File: src/design/dcsc_pkg.sv
// ----------------------------------------------------------------------------
// dcsc_pkg
// Shared types and constants for the dual channel serial controller.
// ----------------------------------------------------------------------------
package dcsc_pkg;

  typedef enum logic [2:0] {
    OP_READ  = 3'd0,
    OP_WRITE = 3'd1,
    OP_RXCH  = 3'd2,
    OP_TICK  = 3'd3,
    OP_LINE  = 3'd4
  } op_t;

  typedef struct packed {
    logic [2:0]  opcode;
    logic [1:0]  address;
    logic        channel;
    logic [7:0]  data;
    logic        line_select;
    logic        line_level;
    logic [11:0] cpu_cycles;
  } item_t;

  typedef struct packed {
    logic [7:0] read_data;
    logic       irq;
    logic       irq_changed;
    logic       tx_valid;
    logic       tx_channel;
    logic [7:0] tx_byte;
  } result_t;

  localparam int ITEM_W   = $bits(item_t);
  localparam int RESULT_W = $bits(result_t);

  localparam logic [3:0] REG_0  = 4'd0;
  localparam logic [3:0] REG_1  = 4'd1;
  localparam logic [3:0] REG_2  = 4'd2;
  localparam logic [3:0] REG_3  = 4'd3;
  localparam logic [3:0] REG_8  = 4'd8;
  localparam logic [3:0] REG_9  = 4'd9;
  localparam logic [3:0] REG_12 = 4'd12;
  localparam logic [3:0] REG_13 = 4'd13;
  localparam logic [3:0] REG_14 = 4'd14;
  localparam logic [3:0] REG_15 = 4'd15;

  localparam logic [2:0] CMD_HIGH  = 3'd1;
  localparam logic [2:0] CMD_RSTEXT = 3'd2;
  localparam logic [2:0] CMD_RSTTX = 3'd5;
  localparam logic [2:0] CMD_RSTHI = 3'd7;

endpackage

File: src/design/dcsc_queue.sv
// ----------------------------------------------------------------------------
// dcsc_queue
// Two-entry queue between the front and back parts.
// ----------------------------------------------------------------------------
module dcsc_queue
  import dcsc_pkg::*;
(
  input  logic  clk,
  input  logic  rst,
  input  logic  in_valid,
  output logic  in_ready,
  input  item_t in_item,
  output logic  out_valid,
  input  logic  out_ready,
  output item_t out_item
);

  item_t      mem [2];
  logic       wr_ptr;
  logic       rd_ptr;
  logic [1:0] count;

  assign in_ready  = (count != 2'd2);
  assign out_valid = (count != 2'd0);
  assign out_item  = mem[rd_ptr];

  always_ff @(posedge clk) begin
    if (in_valid && in_ready) begin
      mem[wr_ptr] <= in_item;
    end
  end

  always_ff @(posedge clk) begin
    if (rst) begin
      wr_ptr <= 1'b0;
      rd_ptr <= 1'b0;
      count  <= 2'd0;
    end else begin
      if (in_valid && in_ready) wr_ptr <= ~wr_ptr;
      if (out_valid && out_ready) rd_ptr <= ~rd_ptr;
      count <= count + 2'(in_valid && in_ready) - 2'(out_valid && out_ready);
    end
  end

endmodule

File: src/design/dcsc_core.sv
// ----------------------------------------------------------------------------
// dcsc_core
// Back part: register file, receive FIFOs, baud generators and interrupts.
// ----------------------------------------------------------------------------
module dcsc_core
  import dcsc_pkg::*;
#(
  parameter int FIFO_DEPTH  = 16,
  parameter int PCLK_DIVIDE = 4
) (
  input  logic    clk,
  input  logic    rst,
  input  logic    in_valid,
  output logic    in_ready,
  input  item_t   in_item,
  output logic    out_valid,
  input  logic    out_ready,
  output result_t out_result
);

  localparam int PW = (FIFO_DEPTH > 1) ? $clog2(FIFO_DEPTH) : 1;
  localparam int CW = $clog2(FIFO_DEPTH + 1);

  logic [7:0]    wr_regs [32];
  logic [3:0]    ptr [2];
  logic [7:0]    fifo [2][FIFO_DEPTH];
  logic [PW-1:0] rpos [2];
  logic [PW-1:0] wpos [2];
  logic [CW-1:0] cnt [2];
  logic [1:0] tx_busy, tx_wait, baud_en, zc_seen, ext_p, rx_p, tx_p, cts, dcd;
  logic [17:0] baud_cnt [2];
  logic [16:0] baud_rel [2];
  logic master_en, irq_lvl;

  logic [7:0]    wr_regs_next [32];
  logic [3:0]    ptr_next [2];
  logic [PW-1:0] rpos_next [2];
  logic [PW-1:0] wpos_next [2];
  logic [CW-1:0] cnt_next [2];
  logic [1:0] tx_busy_next, tx_wait_next, baud_en_next, zc_seen_next;
  logic [1:0] ext_p_next, rx_p_next, tx_p_next, cts_next, dcd_next;
  logic [17:0] baud_cnt_next [2];
  logic [16:0] baud_rel_next [2];
  logic master_en_next, irq_lvl_next;

  logic    fifo_we;
  logic    fifo_wch;
  result_t res;
  logic    accept;

  logic        bc;
  logic [3:0]  rsel;
  logic        recomp;
  logic [7:0]  rd;
  logic        sent;
  logic [2:0]  cmd;
  logic [11:0] pdiv;
  logic [17:0] p;
  logic [7:0]  wv;

  assign in_ready = !out_valid || out_ready;
  assign accept   = in_valid && in_ready;

  always_comb begin
    wr_regs_next  = wr_regs;
    ptr_next      = ptr;
    rpos_next     = rpos;
    wpos_next     = wpos;
    cnt_next      = cnt;
    tx_busy_next  = tx_busy;
    tx_wait_next  = tx_wait;
    baud_en_next  = baud_en;
    zc_seen_next  = zc_seen;
    ext_p_next    = ext_p;
    rx_p_next     = rx_p;
    tx_p_next     = tx_p;
    cts_next      = cts;
    dcd_next      = dcd;
    baud_cnt_next = baud_cnt;
    baud_rel_next = baud_rel;
    master_en_next = master_en;
    fifo_we  = 1'b0;
    fifo_wch = in_item.channel;
    recomp   = 1'b0;
    rd       = 8'd0;
    sent     = 1'b0;
    bc       = ~in_item.address[1];
    rsel     = 4'd0;
    cmd      = in_item.data[5:3];
    wv       = 8'd0;
    pdiv     = in_item.cpu_cycles / 12'(PCLK_DIVIDE);
    p        = (pdiv == 12'd0) ? 18'd1 : 18'(pdiv);

    unique case (in_item.opcode)
      OP_READ: begin
        if (in_item.address[0]) rsel = REG_8;
        else begin
          rsel = ptr[bc];
          ptr_next[bc] = 4'd0;
        end
        case (rsel)
          REG_0: begin
            if (tx_busy[bc] && tx_wait[bc]) begin
              tx_busy_next[bc] = 1'b0;
              tx_wait_next[bc] = 1'b0;
            end
            rd = {2'b00, cts[bc], 1'b0, dcd[bc],
                  ~(tx_busy[bc] && !tx_wait[bc]), zc_seen[bc], cnt[bc] != '0};
          end
          REG_1: rd = 8'h01;
          REG_2: rd = wr_regs[{bc, REG_2}];
          REG_3: rd = {2'b00, rx_p[0], tx_p[0], ext_p[0], rx_p[1], tx_p[1], ext_p[1]};
          REG_8: begin
            if (cnt[bc] != '0) begin
              rd = fifo[bc][rpos[bc]];
              rpos_next[bc] = (rpos[bc] == PW'(FIFO_DEPTH - 1)) ? '0 : rpos[bc] + PW'(1);
              cnt_next[bc]  = cnt[bc] - CW'(1);
              if (cnt[bc] == CW'(1)) begin
                rx_p_next[bc] = 1'b0;
                recomp = 1'b1;
              end
            end
          end
          REG_12, REG_13, REG_15: rd = wr_regs[{bc, rsel}];
          default: rd = 8'd0;
        endcase
      end
      OP_WRITE: begin
        if (in_item.address[0]) rsel = REG_8;
        else begin
          rsel = ptr[bc];
          if (rsel != REG_0) ptr_next[bc] = 4'd0;
        end
        wv = in_item.data;
        wr_regs_next[{bc, rsel}] = wv;
        case (rsel)
          REG_0: begin
            if (wv[2:0] != 3'd0) ptr_next[bc] = {1'b0, wv[2:0]};
            if (cmd == CMD_HIGH) ptr_next[bc][3] = 1'b1;
            if (cmd == CMD_RSTEXT) begin
              zc_seen_next[bc] = 1'b0;
              ext_p_next[bc] = 1'b0;
              if (baud_en[bc]) baud_cnt_next[bc] = 18'(baud_rel[bc]);
              recomp = 1'b1;
            end else if (cmd == CMD_RSTTX) begin
              tx_p_next[bc] = 1'b0;
              recomp = 1'b1;
            end else if (cmd == CMD_RSTHI) begin
              ext_p_next[bc] = 1'b0;
              tx_p_next[bc] = 1'b0;
              rx_p_next[bc] = (cnt[bc] != '0) && (wr_regs[{bc, REG_1}][4:3] != 2'b00);
              recomp = 1'b1;
            end
          end
          REG_8: begin
            tx_busy_next[bc] = 1'b1;
            tx_wait_next[bc] = 1'b1;
            sent = 1'b1;
          end
          REG_9: master_en_next = wv[3];
          REG_14: begin
            baud_en_next[bc] = wv[0];
            if (wv[0]) begin
              baud_rel_next[bc] = {1'b0, wr_regs[{bc, REG_13}], wr_regs[{bc, REG_12}]}
                                  + 17'd2;
              baud_cnt_next[bc] = 18'(baud_rel_next[bc]);
              zc_seen_next[bc] = 1'b0;
            end
          end
          default: ;
        endcase
      end
      OP_RXCH: begin
        if (cnt[fifo_wch] < CW'(FIFO_DEPTH)) begin
          fifo_we = 1'b1;
          wpos_next[fifo_wch] = (wpos[fifo_wch] == PW'(FIFO_DEPTH - 1)) ? '0
                                : wpos[fifo_wch] + PW'(1);
          cnt_next[fifo_wch]  = cnt[fifo_wch] + CW'(1);
          if (wr_regs[{fifo_wch, REG_1}][4:3] != 2'b00) begin
            rx_p_next[fifo_wch] = 1'b1;
            recomp = 1'b1;
          end
        end
      end
      OP_TICK: begin
        for (int c = 0; c < 2; c++) begin
          if (tx_busy[c] && tx_wait[c]) begin
            tx_busy_next[c] = 1'b0;
            tx_wait_next[c] = 1'b0;
            if (wr_regs[{c[0], REG_1}][1]) tx_p_next[c] = 1'b1;
          end
          if (baud_en[c]) begin
            if (baud_cnt[c] <= p) begin
              zc_seen_next[c] = 1'b1;
              baud_cnt_next[c] = 18'(baud_rel[c]);
              if (wr_regs[{c[0], REG_15}][1]) ext_p_next[c] = 1'b1;
            end else begin
              baud_cnt_next[c] = baud_cnt[c] - p;
            end
          end
        end
        recomp = 1'b1;
      end
      OP_LINE: begin
        if (in_item.line_select) dcd_next[in_item.channel] = in_item.line_level;
        else cts_next[in_item.channel] = in_item.line_level;
      end
      default: ;
    endcase

    irq_lvl_next = recomp ? (master_en_next && |(ext_p_next | rx_p_next | tx_p_next))
                          : irq_lvl;
    res.read_data   = rd;
    res.irq         = irq_lvl_next;
    res.irq_changed = irq_lvl_next != irq_lvl;
    res.tx_valid    = sent;
    res.tx_channel  = sent ? bc : 1'b0;
    res.tx_byte     = sent ? in_item.data : 8'd0;
  end

  always_ff @(posedge clk) begin
    if (accept && fifo_we) fifo[fifo_wch][wpos[fifo_wch]] <= in_item.data;
    if (accept) out_result <= res;
  end

  always_ff @(posedge clk) begin
    if (rst) begin
      for (int i = 0; i < 32; i++) wr_regs[i] <= 8'd0;
      for (int c = 0; c < 2; c++) begin
        ptr[c] <= '0; rpos[c] <= '0; wpos[c] <= '0; cnt[c] <= '0;
        baud_cnt[c] <= '0; baud_rel[c] <= '0;
      end
      tx_busy <= '0; tx_wait <= '0; baud_en <= '0; zc_seen <= '0;
      ext_p <= '0; rx_p <= '0; tx_p <= '0; cts <= '0; dcd <= '0;
      master_en <= 1'b0; irq_lvl <= 1'b0; out_valid <= 1'b0;
    end else begin
      if (accept) begin
        wr_regs <= wr_regs_next; ptr <= ptr_next; rpos <= rpos_next;
        wpos <= wpos_next; cnt <= cnt_next; tx_busy <= tx_busy_next;
        tx_wait <= tx_wait_next; baud_en <= baud_en_next; zc_seen <= zc_seen_next;
        ext_p <= ext_p_next; rx_p <= rx_p_next; tx_p <= tx_p_next;
        cts <= cts_next; dcd <= dcd_next; baud_cnt <= baud_cnt_next;
        baud_rel <= baud_rel_next; master_en <= master_en_next;
        irq_lvl <= irq_lvl_next;
      end
      if (accept) out_valid <= 1'b1;
      else if (out_ready) out_valid <= 1'b0;
    end
  end

  a_count_bound0: assert property (@(posedge clk) disable iff (rst)
    cnt[0] <= CW'(FIFO_DEPTH)) else $error("fifo 0 count overflow");
  a_count_bound1: assert property (@(posedge clk) disable iff (rst)
    cnt[1] <= CW'(FIFO_DEPTH)) else $error("fifo 1 count overflow");
  a_irq_gate: assert property (@(posedge clk) disable iff (rst)
    irq_lvl |-> |(ext_p | rx_p | tx_p) || $past(irq_lvl))
    else $error("irq without pending source");
  a_wait_busy: assert property (@(posedge clk) disable iff (rst)
    (tx_wait & ~tx_busy) == 2'b00) else $error("tx wait without busy");

endmodule

File: src/design/dual_channel_serial_controller.sv
// Each item passes through the queue memory, then the core result register.
// Throughput: one item per cycle while m_tready is high; the register update
// is a single stage.
// A two-entry queue decouples input acceptance from the result stage.
// Reset (rst, synchronous, active high) clears registers, pointers, FIFO
// counts and pending bits; FIFO contents are not cleared.
// ----------------------------------------------------------------------------
// dual_channel_serial_controller
// Top level: input queue in front of the register file core.
// ----------------------------------------------------------------------------
module dual_channel_serial_controller
  import dcsc_pkg::*;
#(
  parameter int FIFO_DEPTH  = 16,
  parameter int PCLK_DIVIDE = 4
) (
  input  logic        clk,
  input  logic        rst,
  input  logic        s_tvalid,
  output logic        s_tready,
  // opcode[2:0], address[4:3], channel[5], data[13:6], line_select[14],
  // line_level[15], cpu_cycles[27:16], zero fill[31:28]
  input  logic [31:0] s_tdata,
  output logic        m_tvalid,
  input  logic        m_tready,
  // read_data[7:0], irq[8], irq_changed[9], tx_valid[10], tx_channel[11],
  // tx_byte[19:12], zero fill[23:20]
  output logic [23:0] m_tdata
);

  item_t   in_item;
  item_t   q_item;
  logic    q_valid;
  logic    q_ready;
  result_t res;

  assign in_item.opcode      = s_tdata[2:0];
  assign in_item.address     = s_tdata[4:3];
  assign in_item.channel     = s_tdata[5];
  assign in_item.data        = s_tdata[13:6];
  assign in_item.line_select = s_tdata[14];
  assign in_item.line_level  = s_tdata[15];
  assign in_item.cpu_cycles  = s_tdata[27:16];

  dcsc_queue u_queue (
    .clk(clk), .rst(rst),
    .in_valid(s_tvalid), .in_ready(s_tready), .in_item(in_item),
    .out_valid(q_valid), .out_ready(q_ready), .out_item(q_item)
  );

  dcsc_core #(.FIFO_DEPTH(FIFO_DEPTH), .PCLK_DIVIDE(PCLK_DIVIDE)) u_core (
    .clk(clk), .rst(rst),
    .in_valid(q_valid), .in_ready(q_ready), .in_item(q_item),
    .out_valid(m_tvalid), .out_ready(m_tready), .out_result(res)
  );

  assign m_tdata = {4'd0, res.tx_byte, res.tx_channel, res.tx_valid,
                    res.irq_changed, res.irq, res.read_data};

endmodule
File: config.mk
export PLATFORM = sky130hd
export DESIGN_NAME = dual_channel_serial_controller
export DESIGN_NICKNAME = d
export VERILOG_FILES = /design/src/design/dcsc_pkg.sv /design/src/design/dcsc_queue.sv /design/src/design/dcsc_core.sv /design/src/design/dual_channel_serial_controller.sv
export SDC_FILE = /design/constraint.sdc
export NUM_CORES = 1
export LEC_CHECK = 0
export BUFFER_PORTS_ARGS = -buffer_cell sky130_fd_sc_hd__buf_2
export CORE_UTILIZATION = 52
export CTS_BUF_LIST = sky130_fd_sc_hd__clkbuf_4 sky130_fd_sc_hd__clkbuf_8
export CTS_CLUSTER_SIZE = 12
export DETAILED_ROUTE_END_ITERATION = 16
export PLACE_DENSITY = 0.7
export SYNTH_ARGS = -nofsm -noshare
export SYNTH_HDL_FRONTEND = slang
export SYNTH_SLANG_ARGS = --single-unit
File: constraint.sdc
create_clock -name clk -period 5.8 [get_ports clk]
set_input_delay 0.58 -clock clk [delete_from_list [all_inputs] [get_ports clk]]
set_output_delay 0.58 -clock clk [all_outputs]
set_load 0.02 [all_outputs]
==> flow_summary.ini, run 1 <==
[pwr]
power_frac_seq_pct = 42.2
combPwrFrac_pct = 25.8
swShare_pct = 33.7
p_clk_share_pct = 32.0
power.density_mw_per_mm2 = 386
p_int_w = 0.00708
irDropWorstVdd_v = 0.000244
switching_power_w = 0.00359
p_total_w = 0.0107
total_leakage_power_nw = 8.94

[sta]
rsz0062_at_grt = false
post-route-period-util_pct = 79.3
fin_crit_ps = 4600
skew_ps = 23.5
hold_viol = 0
tns_ps = 0
fmax_mhz = 217
finalSetupViolCount = 0
max-slew-margin-rel_pct = 16.1
slew_violations = 0
tightest_slew_ps = 1260

[routing]
vias = 18800
drc = 0
ant_nets = 0
highest_layer = met4
first_iter_violations = 1562
drt-met1-wl_um = 26100
drt_pre_antenna_iters = 7
wl_um = 66400
wl_met2_um = 32700
routed_via_density = 6.20
route.met3.wl_um = 4410
wl_per_cell_um = 21.8

[critical_path]
cp_max_fo = 11
critPathCaptureType = flip-flop
rr_worst_depth = 14
cp_data_arrival_time_ps = 5040
worstPathRequired_ps = 6240
startpoint_type = flip-flop
timing.rr.end = u_core.out_result[10]$_DFFE_PP_
worstSetupPathType = flip-flop to flip-flop
reg2reg_setup_slack_ps = 1200

[clock_network]
cts_buffer_depth = 3
cts_tree = built
ctsResizeCount = 0
clock_sinks = 528
cts_setup_buffers = 0
clk_pin_slew_ps = 60
cts-hold-fix-buffers = 0
htree_levels = 3
cts_buffers = 89
clock-root-buffer = clkbuf_8
clkLatencyLatePin_ps = 690

[global_routing]
grt_antenna_before_repair = 1
grt_max_degree = 123
globalRouteTotalUtil_pct = 26.8
grt_pass1_vias = 18400
grt_pass1_wl_um = 103000
grt_overflow = 0

[die]
dieHeight_um = 222
core_mm2 = 0.0477
die-area_mm2 = 0.0494
start_util_pct = 52.8
die_x_um = 222
row_count = 80
pin_count = 62

[synth]
synth-seq-cells = 528
yosysTopAreaCell = edfxtp_1
synth_area_leaders = edfxtp_1 (39%), dfxtp_1 (16%), a211oi_1 (4.6%), mux2i_1 (4.3%), nor2_1 (4.2%)
yosysUniqueCellTypes = 99
synthArstFlopShare_pct = 0
netlist_top_cells_count = edfxtp_1 (328), nor2_1 (280), nand2_1 (255), dfxtp_1 (200), a211oi_1 (156)
synth_edf_count = 328
synth_ff_type = edfxtp_1
synth_top_area_share_pct = 39.1
synth_most_common_cell = edfxtp_1
yosysWarnings = 0
netlist_instances = 2340
syn_area_per_cell_um2 = 10.8
synth_area_mm2 = 0.0252
ys_seq_area_share_pct = 55.0

[worst_hold_path]
whs_endpoint = u_queue.mem[1][18]$_DFFE_PP_
hold_depth = 1
worstHoldPathType = primary input to flip-flop
hp-start = s_tdata[10]

[place]
placed_area_mm2 = 0.0258
gp_routability_congestion = 0.900
post-dp-hpwl_um = 43700
portBuffers = 51
dp.cells = 2875

[final_layout]
finalNetCount = 2420
fin_cells = 3039
fin_area_mm2 = 0.0276
area_growth_pct = 9.58
drive_gt1_share_pct = 14.7

[outcome]
outcome = finished, final reports clean

[flow_run]
cap_violations = 0
==> worst max-delay path by stage <==
stage	from	endpoint	slack (ps)
3_3_place_gp	flip-flop	u_core.out_result[10]$_DFFE_PP_	1180
6_report	flip-flop	u_core.out_result[10]$_DFFE_PP_	1200
4_1_cts	flip-flop	u_core.out_result[10]$_DFFE_PP_	1160
3_5_place_dp	flip-flop	u_core.out_result[10]$_DFFE_PP_	1200
2_1_floorplan	flip-flop	u_core.out_result[10]$_DFFE_PP_	1440
5_1_grt	flip-flop	u_core.out_result[10]$_DFFE_PP_	920
==> critical path: stages, from the launching register on <==
cell,delay (ps)
dfxtp_2,520
mux2i_1,510
nand4_1,150
o31ai_1,480
ha_1,290
fa_1,230
nor2b_1,70
o31ai_1,190
buf_4,170
a211oi_1,120
o21ai_0,720
a2111oi_0,240
a31oi_1,420
xnor2_1,170
nor2_1,60
==> flip-flops by register name, summed over array words and instances (netlist names), 10 cells and up, named ones only <==
name,flops
u_core.fifo,256
u_core.baud_cnt,36
u_core.baud_rel,34
u_core.cnt,10
u_core.out_result,20
u_core.wr_regs,70
u_queue.mem,52
==> layout by cell type (no fill, tap or decap), drive strengths merged, types with 35 or more instances in the layout <==
cell	synthesis	routed
nor3	82	82
edfxtp	328	328
clkbuf	88	137
nand2	256	256
a211oi	159	159
a21oi	119	119
o21ai	68	68
buf	90	95
mux2i	111	111
dfxtp	200	200
inv	34	35
nand3	52	52
nor2	293	293
==> per-layer routing <==
| layer | up-vias | track usage (%) |
|---|---|---|
| li1 | 8742 | - |
| met4 | 0 | 14.6 |
| met3 | 180 | 4.84 |
| met5 | - | 0 |
| met1 | 9116 | 32.9 |
| met2 | 795 | 44.8 |
==> cells by family (layout without fill, tap and decap cells) <==
family / Yosys count / in the layout / synth area share [%]
and+or+nand+nor: 830 / 830 / 15.6
AOI/OAI and AO/OA: 529 / 529 / 14.3
DFF: 528 / 528 / 55.0
buffers and inverters: 212 / 292 / 3.86
muxes: 153 / 153 / 7.68
xor gates and xnor gates: 54 / 54 / 1.88
adders and majority gates: 33 / 33 / 1.70
other: 1 / 5 / 0.0149
==> metrics by stage <==
step	hold WS, ps	util, %	worst slack, ps
after floorplan	427	-	1440
after global placement	443	54.0	1180
after detailed placement	448	54.0	1200
after CTS	21.0	57.9	1160
after global routing	28.1	57.9	922
final	71.7	57.9	1200
==> cell type report <==
class / count / area [um2]
Clock inverter: 26 / 210
Timing Repair Buffer: 95 / 604
Multi-Input combinational cell: 1603 / 10400
Clock buffer: 137 / 1640
Antenna cell: 1 / 2.50
Tap cell: 615 / 769
Inverter: 34 / 128
Sequential cell: 528 / 13900
Fill cell: 3884 / 20100
==> power by group through the flow <==
stage / Sequential, W / Clock [W] / Combinational, W
6_report: 0.00451 / 0.00341 / 0.00276
3_3_place_gp: 0.00458 / 0 / 0.00266
4_1_cts: 0.00451 / 0.00346 / 0.00273
5_1_grt: 0.00452 / 0.00361 / 0.00294
2_1_floorplan: 0.00460 / 0 / 0.00184
3_5_place_dp: 0.00458 / 0 / 0.00272
No activity file was read; power rests on OpenSTA's default activity.
==> run 2, diff against run 1 <==
clock period = 4.45 ns   (was 5.8 ns; I/O delays follow)
==> run 2 against run 1 <==
Effect of this change: first-iteration DRC count grew 9.8%; die area is the same; global-route usage up 0.66 points; total power up 31%; sequential power is 30% higher; critical path type unchanged; maximum frequency is 13% higher.
==> flow_summary.ini, run 2 (synthesis results as in run 1) <==
[die]
core_mm2 = 0.0477
dieHeight_um = 222
die_x_um = 222
start_util_pct = 52.8
die-area_mm2 = 0.0494
row_count = 80
pin_count = 62

[final_layout]
layout_commonest_cell = edfxtp_1
finalNetCount = 2520
area_growth_pct = 12.8
fin_cells = 3139
multi_input_area_mm2 = 0.0104
largest_register_ffs = 256
fill_cells = 3867
final_cell_mix = edfxtp_1 (328), nor2_1 (279), nand2_1 (255), dfxtp_1 (197), a211oi_1 (156)
drive_gt1_share_pct = 16.8
fin_util_pct = 59.6
regArea_mm2 = 0.0139

[pwr]
irDropWorstVdd_v = 0.000307
power.density_mw_per_mm2 = 491
p_total_w = 0.0140
total_leakage_power_nw = 9.42

[place]
gp_routability_congestion = 0.910
dp.cells = 2952
portBuffers = 51
post-dp-hpwl_um = 45400

[clock_network]
ctsResizeCount = 0
clkLatencyLatePin_ps = 720
cts_buffers = 86
cts_tree = built
cts_setup_buffers = 0
clock-root-buffer = clkbuf_8
cts_buffer_depth = 3
htree_levels = 3
cts-hold-fix-buffers = 26
clk_pin_slew_ps = 70
clock_sinks = 528

[sta]
post-route-period-util_pct = 91.4
fin_crit_ps = 4070
max-slew-margin-rel_pct = 10.2
rsz0062_at_grt = false
skew_ps = 48.0
tightest_slew_ps = 1350
finalSetupViolCount = 0
slew_violations = 0
tns_ps = 0
fmax_mhz = 246
hold_viol = 0

[global_routing]
globalRouteTotalUtil_pct = 27.4
grt_max_degree = 125
grt_pass1_wl_um = 105000
grt_pass1_vias = 18800
grt_overflow = 0
grt_antenna_before_repair = 2

[critical_path]
cp_data_arrival_time_ps = 4520
slowest_delay_ps = 540
cp_max_fo = 11
startpoint_type = flip-flop
slowest_stage = dfxtp_2
worstPathRequired_ps = 4900
critPathCaptureType = flip-flop
crit_top_cell = buf_4
path_cells = mux2i_1 -> nand4_1 -> o31ai_1 -> buf_4 -> ha_1 -> fa_1 -> nand2b_1 -> a211oi_1 -> o311ai_0 -> nand3_1 -> buf_4 -> o31a_1 -> a31oi_1 -> xnor2_1 -> nor2_1
worstSetupPathType = flip-flop to flip-flop
reg2reg_setup_slack_ps = 380

[routing]
ant_nets = 0
routed_via_density = 6.10
first_iter_violations = 1715
drc = 0
vias = 19100
wl_per_cell_um = 21.5
wl_um = 67600
drt_pre_antenna_iters = 6

[outcome]
outcome = finished, final reports clean

[worst_hold_path]
worstHoldPathType = primary input to flip-flop

[flow_run]
cap_violations = 0
run 2: layer usage:
layer	GRT usage, %	part of all wire (%)	vias to the layer above
li1	-	-	8920
met1	33.8	40	9319
met2	45.7	49	692
met3	4.83	5.6	213
met4	15.1	5.2	0
met5	0	0	-
run 2: worst paths after layout:
path | startpoint | to | cells after the start
min | m_tready | u_core.out_valid$_SDFFE_PP0P_ | 3
min reg2reg | u_core.baud_rel[24]$_SDFFE_PP0P_ | u_core.baud_rel[24]$_SDFFE_PP0P_ | 2
max reg2reg | flip-flop | u_core.out_result[10]$_DFFE_PP_ | 15
max | flip-flop | u_core.out_result[10]$_DFFE_PP_ | 15
run 2: area by class of cell:
type | instances | share of cell area (%)
antenna | 1 | 0.00880
clock buffer | 118 | 5.16
clock inverter | 42 | 1.10
inverter | 34 | 0.449
multi-input combinational | 1603 | 36.6
sequential | 528 | 48.7
tap | 615 | 2.70
timing repair buffer | 198 | 5.25
run 2: worst max-delay path: cells and delay by family, from the launching register on:
| kind | cells | cell delay, ps |
|---|---|---|
| AO/OA/AOI/OAI | 5 | 1580 |
| XOR/XNOR | 1 | 170 |
| adder cells (fa/ha/maj) | 2 | 400 |
| buffers and inverters | 2 | 370 |
| flip-flops | 1 | 540 |
| multiplexers | 1 | 310 |
| AND/OR/NAND/NOR | 4 | 460 |
run 2: metrics by stage:
step / cell area (um2) / hold WS (ps) / setup slack (ps)
after global placement: 26400 / 438 / 353
after CTS: 28400 / 9.63 / 381
after detailed placement: 26400 / 450 / 417
after floorplan: 25200 / 427 / 92.2
final: 28400 / 81.3 / 381
after global routing: 28400 / 68.9 / 71.5
run 2: power by group:
part / leakage [nW] / total (W) / switching (W) / internal, W
registers: 4.60 / 0.00588 / 0.000159 / 0.00572
clock network: 0.939 / 0.00432 / 0.00198 / 0.00234
logic: 3.88 / 0.00377 / 0.00259 / 0.00117
total: 9.42 / 0.0140 / 0.00473 / 0.00923
